[src/pacc_pkg.sv]
// Shared types and constants of the packet Adler-32 checker and cipher.
package pacc_pkg;

  localparam int unsigned ADLER_MOD  = 65521;
  localparam logic [7:0]  CIPHER_KEY = 8'hC3;

  localparam int unsigned CFG_IDX_W  = 1;
  localparam int unsigned CFG_DATA_W = 32;

  localparam logic [CFG_IDX_W-1:0] REG_MAGIC_PLAIN  = 1'd0;
  localparam logic [CFG_IDX_W-1:0] REG_MAGIC_CIPHER = 1'd1;

  localparam logic OP_HEADER = 1'b0;
  localparam logic OP_DATA   = 1'b1;

  typedef struct packed {
    logic        op;
    logic [31:0] header_magic;
    logic [31:0] header_sum;
    logic        cipher_request;
    logic [7:0]  data_byte;
    logic        last;
  } req_t;

  typedef struct packed {
    logic [7:0]  out_byte;
    logic        byte_valid;
    logic        magic_ok;
    logic        encrypted;
    logic [31:0] toggled_magic;
    logic [31:0] computed_sum;
    logic        sum_ok;
    logic        report_valid;
  } rsp_t;

  // Classified request, as it waits between the front and the back.
  typedef struct packed {
    logic        op;
    logic [7:0]  data_byte;
    logic [7:0]  out_byte;
    logic        magic_ok;
    logic        encrypted;
    logic [31:0] toggled_magic;
    logic [31:0] header_sum;
    logic        last;
  } cls_t;

endpackage

[src/pacc_front.sv]
// Front end: magic registers, header classification and payload cipher.
module pacc_front (
  input  logic                               clk,
  input  logic                               rst,
  input  logic                               cfg_we,
  input  logic [pacc_pkg::CFG_IDX_W-1:0]     cfg_index,
  input  logic [pacc_pkg::CFG_DATA_W-1:0]    cfg_data,
  input  logic                               req_fire,
  input  pacc_pkg::req_t                     req,
  output pacc_pkg::cls_t                     cls
);
  import pacc_pkg::*;

  logic [31:0] magic_plain;
  logic [31:0] magic_cipher;
  logic        cipher_on;
  logic        is_plain;
  logic        is_cipher;

  always_ff @(posedge clk) begin
    if (rst) begin
      magic_plain  <= '0;
      magic_cipher <= '0;
    end else if (cfg_we) begin
      case (cfg_index)
        REG_MAGIC_PLAIN:  magic_plain  <= cfg_data;
        REG_MAGIC_CIPHER: magic_cipher <= cfg_data;
        default: ;
      endcase
    end
  end

  // Latch the cipher request of each accepted header.
  always_ff @(posedge clk) begin
    if (rst) begin
      cipher_on <= 1'b0;
    end else if (req_fire && req.op == OP_HEADER) begin
      cipher_on <= req.cipher_request;
    end
  end

  assign is_plain  = (req.header_magic == magic_plain);
  assign is_cipher = (req.header_magic == magic_cipher);

  always_comb begin
    cls            = '0;
    cls.op         = req.op;
    cls.data_byte  = req.data_byte;
    cls.header_sum = req.header_sum;
    cls.last       = req.last;
    if (req.op == OP_HEADER) begin
      cls.magic_ok  = is_plain | is_cipher;
      cls.encrypted = is_cipher;
      if (req.cipher_request) begin
        cls.toggled_magic = is_plain ? magic_cipher : magic_plain;
      end else begin
        cls.toggled_magic = req.header_magic;
      end
    end else begin
      cls.out_byte = cipher_on ? (req.data_byte ^ CIPHER_KEY) : req.data_byte;
    end
  end

endmodule

[src/pacc_queue.sv]
// Short queue of classified requests between front and back.
module pacc_queue #(
  parameter int unsigned DEPTH = 4
) (
  input  logic           clk,
  input  logic           rst,
  input  logic           push,
  input  pacc_pkg::cls_t wr_data,
  output logic           full,
  input  logic           pop,
  output logic           not_empty,
  output pacc_pkg::cls_t rd_data
);
  import pacc_pkg::*;

  localparam int unsigned AW = (DEPTH > 1) ? $clog2(DEPTH) : 1;
  localparam int unsigned CW = $clog2(DEPTH + 1);

  cls_t          store [DEPTH];
  logic [AW-1:0] wr_ptr;
  logic [AW-1:0] rd_ptr;
  logic [CW-1:0] count;

  assign full      = (count == CW'(DEPTH));
  assign not_empty = (count != '0);
  assign rd_data   = store[rd_ptr];

  always_ff @(posedge clk) begin
    if (push) begin
      store[wr_ptr] <= wr_data;
    end
  end

  always_ff @(posedge clk) begin
    if (rst) begin
      wr_ptr <= '0;
      rd_ptr <= '0;
      count  <= '0;
    end else begin
      if (push) begin
        wr_ptr <= (wr_ptr == AW'(DEPTH - 1)) ? '0 : wr_ptr + 1'b1;
      end
      if (pop) begin
        rd_ptr <= (rd_ptr == AW'(DEPTH - 1)) ? '0 : rd_ptr + 1'b1;
      end
      if (push && !pop) begin
        count <= count + 1'b1;
      end else if (pop && !push) begin
        count <= count - 1'b1;
      end
    end
  end

  a_count_bound: assert property (@(posedge clk) disable iff (rst)
    count <= CW'(DEPTH))
    else $error("queue count above depth");

  a_push_grows: assert property (@(posedge clk) disable iff (rst)
    push && !pop |=> count == $past(count) + 1'b1)
    else $error("queue count did not advance on push");

endmodule

[src/pacc_back.sv]
// Back end: Adler-32 running sums, checksum report and output register.
module pacc_back (
  input  logic           clk,
  input  logic           rst,
  input  logic           avail,
  input  pacc_pkg::cls_t cls,
  output logic           take,
  output logic           rsp_valid,
  input  logic           rsp_ready,
  output pacc_pkg::rsp_t rsp
);
  import pacc_pkg::*;

  localparam logic [16:0] MOD17 = 17'(ADLER_MOD);

  logic [15:0] sum_low;
  logic [15:0] sum_high;
  logic [31:0] expected_sum;
  logic [16:0] low_raw;
  logic [15:0] low_next;
  logic [16:0] high_raw;
  logic [15:0] high_next;
  logic [31:0] total;
  rsp_t        rsp_next;

  assign take = avail && (!rsp_valid || rsp_ready);

  // One conditional subtraction keeps each sum below the modulus.
  always_comb begin
    low_raw   = {1'b0, sum_low} + {9'd0, cls.data_byte};
    low_next  = (low_raw >= MOD17) ? 16'(low_raw - MOD17) : low_raw[15:0];
    high_raw  = {1'b0, sum_high} + {1'b0, low_next};
    high_next = (high_raw >= MOD17) ? 16'(high_raw - MOD17) : high_raw[15:0];
  end

  always_comb begin
    rsp_next               = '0;
    rsp_next.out_byte      = cls.out_byte;
    rsp_next.byte_valid    = (cls.op == OP_DATA);
    rsp_next.magic_ok      = cls.magic_ok;
    rsp_next.encrypted     = cls.encrypted;
    rsp_next.toggled_magic = cls.toggled_magic;
    if (cls.op == OP_HEADER) begin
      total = 32'd1;
      rsp_next.sum_ok = (total == cls.header_sum);
    end else begin
      total = {high_next, low_next};
      rsp_next.sum_ok = (total == expected_sum);
    end
    if (cls.last) begin
      rsp_next.computed_sum = total;
      rsp_next.report_valid = 1'b1;
    end else begin
      rsp_next.sum_ok = 1'b0;
    end
  end

  always_ff @(posedge clk) begin
    if (rst) begin
      sum_low      <= 16'd1;
      sum_high     <= 16'd0;
      expected_sum <= '0;
    end else if (take) begin
      if (cls.op == OP_HEADER) begin
        sum_low      <= 16'd1;
        sum_high     <= 16'd0;
        expected_sum <= cls.header_sum;
      end else begin
        sum_low  <= low_next;
        sum_high <= high_next;
      end
    end
  end

  always_ff @(posedge clk) begin
    if (rst) begin
      rsp_valid <= 1'b0;
    end else if (take) begin
      rsp_valid <= 1'b1;
    end else if (rsp_ready) begin
      rsp_valid <= 1'b0;
    end
  end

  always_ff @(posedge clk) begin
    if (take) begin
      rsp <= rsp_next;
    end
  end

  a_low_below_mod: assert property (@(posedge clk) disable iff (rst)
    {1'b0, sum_low} < MOD17)
    else $error("sum_low reached the modulus");

  a_high_below_mod: assert property (@(posedge clk) disable iff (rst)
    {1'b0, sum_high} < MOD17)
    else $error("sum_high reached the modulus");

endmodule

[src/packet_adler32_check_and_cipher.sv]
// Top level of the packet Adler-32 checker with XOR payload cipher.
//
// Usage: requests enter on req (valid/ready). A header request (op 0)
// carries the packet magic, its stored checksum and a cipher request; a
// data request (op 1) carries one payload byte. Every request yields exactly
// one response on rsp (valid/ready): headers report the magic match and the
// toggled magic, data requests return the byte (XORed with 0xC3 while the
// cipher is on), and a request with last set also reports the Adler-32 sum
// and whether it equals the stored checksum.
// The two magic values are written through cfg_we/cfg_index/cfg_data while
// the block is idle.
// The response passes through the queue and then the output register; the
// receiver can take it once rsp_valid is high.
// Throughput: one request per cycle while the queue has room; the front
// writes the queue and the back drains it in the same cycle.
// Reset clears the magic registers, cipher state, sums (a=1, b=0), the
// queue and the output valid flag. When the receiver stalls, the output
// register holds its response, the queue fills up to QUEUE_DEPTH entries,
// and then req_ready drops until the receiver takes a response.
module packet_adler32_check_and_cipher #(
  parameter int unsigned QUEUE_DEPTH = 4
) (
  input  logic                            clk,
  input  logic                            rst,
  input  logic                            cfg_we,
  input  logic [pacc_pkg::CFG_IDX_W-1:0]  cfg_index,
  input  logic [pacc_pkg::CFG_DATA_W-1:0] cfg_data,
  input  logic                            req_valid,
  output logic                            req_ready,
  input  pacc_pkg::req_t                  req,
  output logic                            rsp_valid,
  input  logic                            rsp_ready,
  output pacc_pkg::rsp_t                  rsp
);
  import pacc_pkg::*;

  cls_t front_cls;
  cls_t head_cls;
  logic req_fire;
  logic q_full;
  logic q_avail;
  logic q_take;

  // Accept a request whenever the queue has room.
  assign req_ready = !q_full;
  assign req_fire  = req_valid && req_ready;

  pacc_front u_front (
    .clk       (clk),
    .rst       (rst),
    .cfg_we    (cfg_we),
    .cfg_index (cfg_index),
    .cfg_data  (cfg_data),
    .req_fire  (req_fire),
    .req       (req),
    .cls       (front_cls)
  );

  pacc_queue #(
    .DEPTH (QUEUE_DEPTH)
  ) u_queue (
    .clk       (clk),
    .rst       (rst),
    .push      (req_fire),
    .wr_data   (front_cls),
    .full      (q_full),
    .pop       (q_take),
    .not_empty (q_avail),
    .rd_data   (head_cls)
  );

  // Drain the queue head into the output register when it is free.
  pacc_back u_back (
    .clk       (clk),
    .rst       (rst),
    .avail     (q_avail),
    .cls       (head_cls),
    .take      (q_take),
    .rsp_valid (rsp_valid),
    .rsp_ready (rsp_ready),
    .rsp       (rsp)
  );

endmodule

[config.mk]
export PLATFORM = sky130hd
export DESIGN_NAME = packet_adler32_check_and_cipher
export DESIGN_NICKNAME = d
export VERILOG_FILES = /design/src/pacc_pkg.sv /design/src/pacc_front.sv /design/src/pacc_queue.sv /design/src/pacc_back.sv /design/src/packet_adler32_check_and_cipher.sv
export SDC_FILE = /design/constraint.sdc
export NUM_CORES = 1
export LEC_CHECK = 0
export BUFFER_PORTS_ARGS = -buffer_cell sky130_fd_sc_hd__buf_2
export CAP_MARGIN = 20
export CORE_MARGIN = 4
export CORE_UTILIZATION = 45
export CTS_CLUSTER_SIZE = 14
export DETAILED_ROUTE_END_ITERATION = 16
export PLACE_DENSITY = 0.65
export SLEW_MARGIN = 30
export SYNTH_ARGS = -nofsm -noshare
export SYNTH_HDL_FRONTEND = slang
export SYNTH_SLANG_ARGS = --single-unit
export TNS_END_PERCENT = 1
[constraint.sdc]
create_clock -name clk -period 8.8 [get_ports clk]
set_clock_uncertainty 0.2 [all_clocks]
set_input_delay 2.64 -clock clk [delete_from_list [all_inputs] [get_ports clk]]
set_output_delay 2.64 -clock clk [all_outputs]
set_load 0.01 [all_outputs]
==> flow_summary.yaml <==
route:
  routed-via-count: 16700
  drc: 0
  avgViaCountPerCell: 5.84
  wl_per_cell_um: 24.3
  routed_wirelength_um: 69400
  ant_nets: 0
  first_iter_violations: 1564
  drt-pass1-iter-count: 7
cts:
  cts_buffers: 57
  cts_sinks: 552
  root_buffer: "clkbuf_16"
  cts_tree: "yes"
  post_cts_buffers: 0
  clockBufferDepth: 3
  clk_pin_slew_ns: 0.07
  htreeDepth: 2
  clkLatencyLatePin_ns: 0.62
final_layout:
  layout_common_cells: "edfxtp_1, nand2_1, buf_2"
  final-seq-area_sq_um: 15200
  mostFrequentLayoutCell: "edfxtp_1"
  nNetsFinal: 2256
  final_util: 0.528
  multi_input_area_sq_um: 9150
  area_growth_pct: 15.4
  drive_gt1_frac: 0.212
  nFillCells: 4563
  design_area_sq_um: 28600
pwr:
  switchingPower_uw: 4210
  ir_drop_mv: 0.269
  power_frac_comb: 0.432
  swShare: 0.393
  seq_power_share: 0.335
  leakagePower_uw: 0.0102
  internal_power_uw: 6500
  pwr-share-clk: 0.233
  total_power_uw: 10700
  p_per_area_nw_per_um2: 374
global_routing:
  overflow: 0
  grt_pass1_vias: 16600
  antenna_found_initial: 13
  track_usage: 0.231
  grt_max_degree: 89
  grt_pass1_wl_um: 104000
yosys:
  ys_types: 94
  synth_area_sq_um: 24800
  syn_area_per_cell_sq_um: 13.0
  synthCells: 1912
  synth_enable_flop_cells: 413
  synthFlopType: "edfxtp_1"
  synth-warning-count: 0
  syn-num-nets: 2064
  async_flop_share: 0
  yosysSeqAreaShare: 0.612
  ys_seq_elements: 552
placed_design:
  placed_cell_area_sq_um: 26600
  gp_congestion: 0.932
  portBuffers: 191
  place_hpwl_um: 47700
worst_hold_path:
  min_path_type: "reg -> reg"
die:
  coreArea_sq_um: 54200
  rows: 85
  ios: 192
  dieArea_sq_um: 58900
  start_util: 0.457
  die_x_um: 243
  die_y_um: 243
timing:
  fin_crit_sh: 0.938
  rsz0062_at_grt: "no"
  fmax_mhz: 121
  setup_violations: 0
  worst_slew_pin_slew_ns: 0.995
  hold_violations: 0
  slew_headroom: 0.331
  fin_setup_tns_ns: 0
  min_period_ns: 8.26
  drv_slew: 0
setup_path:
  path_class: "reg -> reg"
  path_max_fanout: 9
  end_kind: "flop"
  start_kind: "flop"
  worstPathRequired_ns: 9.06
  arrival_ns: 8.52
run_status:
  status: "completed"
flow_run:
  maxCapViolations: 0
[path summary, 6_finish.rpt]
check	startpoint	end	slack (ns)	cells past startpoint
min reg2reg	u_back.expected_sum[22]	u_back.expected_sum[22]	0.26	2
max reg2reg	flop	u_back.rsp[1]	0.54	26
min	u_back.expected_sum[22]	u_back.expected_sum[22]	0.26	2
max	flop	u_back.rsp[1]	0.54	26
[critical path, stage by stage (launching register included)]
cell and delay, ns:
dfxtp_4 0.36, mux4_2 0.50, ha_1 0.25, fa_1 0.57, inv_1 0.09, ha_1 0.21, or4b_1 0.48, or4_1 0.43
nand3b_1 0.10, mux2i_1 0.16, and3_1 0.22, a31oi_1 0.21, xor2_1 0.36, inv_1 0.14, ha_1 0.45, a21oi_1 0.24
nor3_1 0.11, nor3_1 0.36, xor2_1 0.33, nor2_2 0.34, o2111ai_2 0.30, buf_4 0.26, a211o_1 0.31, xor2_1 0.19
a2111oi_1 0.49, nand4_1 0.20, o31ai_2 0.21
[synthesized netlist by cell type (all sizes together), types with 5 or more instances]
| cell | n | area share |
|---|---|---|
| a211oi | 38 | 0.012 |
| a21o | 11 | 0.0033 |
| a21oi | 138 | 0.028 |
| a221oi | 5 | 0.0018 |
| a22oi | 32 | 0.0097 |
| a31oi | 8 | 0.0020 |
| and2 | 37 | 0.0093 |
| and3 | 11 | 0.0028 |
| buf | 28 | 0.0052 |
| clkbuf | 75 | 0.011 |
| dfxtp | 139 | 0.11 |
| edfxtp | 413 | 0.50 |
| ha | 36 | 0.018 |
| inv | 34 | 0.0051 |
| mux2i | 38 | 0.015 |
| mux4 | 84 | 0.076 |
| nand2 | 250 | 0.038 |
| nand2b | 11 | 0.0028 |
| nand3 | 19 | 0.0038 |
| nand4 | 22 | 0.0055 |
| nor2 | 129 | 0.020 |
| nor3 | 28 | 0.0059 |
| nor3b | 5 | 0.0017 |
| nor4 | 27 | 0.0071 |
| o2111ai | 7 | 0.0027 |
| o211a | 6 | 0.0024 |
| o211ai | 9 | 0.0031 |
| o21a | 8 | 0.0024 |
| o21ai | 29 | 0.0066 |
| o22ai | 7 | 0.0018 |
| o31ai | 6 | 0.0026 |
| o32ai | 5 | 0.0021 |
| or2 | 7 | 0.0018 |
| or3 | 7 | 0.0018 |
| xnor2 | 76 | 0.027 |
| xor2 | 55 | 0.020 |
[cells by family (layout without fill, tap and decap cells)]
| logic type | count (synthesis) | after routing | share of synthesized area |
|---|---|---|---|
| buffers and inverters | 137 | 377 | 0.0217 |
| AOI/OAI and AO/OA | 352 | 352 | 0.0971 |
| and+or+nand+nor | 576 | 576 | 0.108 |
| xor gates and xnor gates | 132 | 132 | 0.0478 |
| muxes | 124 | 124 | 0.0925 |
| other | 0 | 7 | 0 |
| DFF | 552 | 552 | 0.612 |
| adders and majority gates | 39 | 39 | 0.0206 |
[power groups by stage]
stage / clock network, uW / logic [uW] / registers (uW)
after global routing: 2660 / 4970 / 3630
final: 2490 / 4630 / 3590
after floorplan: 0 / 2870 / 3640
after detailed placement: 0 / 4550 / 3640
after global placement: 0 / 4620 / 3630
after CTS: 2540 / 4580 / 3590
[flip-flops by register name, indices dropped and copies added (netlist names), named ones only]
| signal | count |
|---|---|
| u_back.expected_sum | 32 |
| u_back.rsp | 77 |
| u_back.rsp_valid | 1 |
| u_back.sum_high | 16 |
| u_back.sum_low | 16 |
| u_front.cipher_on | 1 |
| u_front.magic_cipher | 32 |
| u_front.magic_plain | 32 |
| u_queue.count | 3 |
| u_queue.rd_ptr | 2 |
| u_queue.store | 336 |
| u_queue.wr_ptr | 2 |
[layout make-up]
cell class / instances / share of cell area
clock buffers: 72 / 0.0540
inverters: 34 / 0.00450
clock inverters: 35 / 0.0139
well taps: 696 / 0.0304
repair buffers: 236 / 0.0464
flip-flops and latches: 552 / 0.531
diodes: 7 / 0.000612
multi-input cells: 1223 / 0.319
[routing by layer]
metal,routed length [um],GRT usage
met4,2760,0.0883
met1,30200,0.325
met2,31800,0.358
met5,64,0
met3,4630,0.0427
[metrics by stage]
step	hold WS (ns)	setup WS [ns]	instances
6_report	0.264	0.542	2855
5_1_grt	0.297	0.0233	2854
4_1_cts	0.262	0.535	2846
3_5_place_dp	0.257	0.540	2739
3_3_place_gp	0.250	0.647	2739
2_1_floorplan	0.236	0.0274	1912
[what timing repair did]
item / CTS / global route
hold buffers: 0 / 0
resized for setup: 0 / 2
setup endpoints to repair: 0 / 1
No activity file was read; power rests on OpenSTA's default activity.
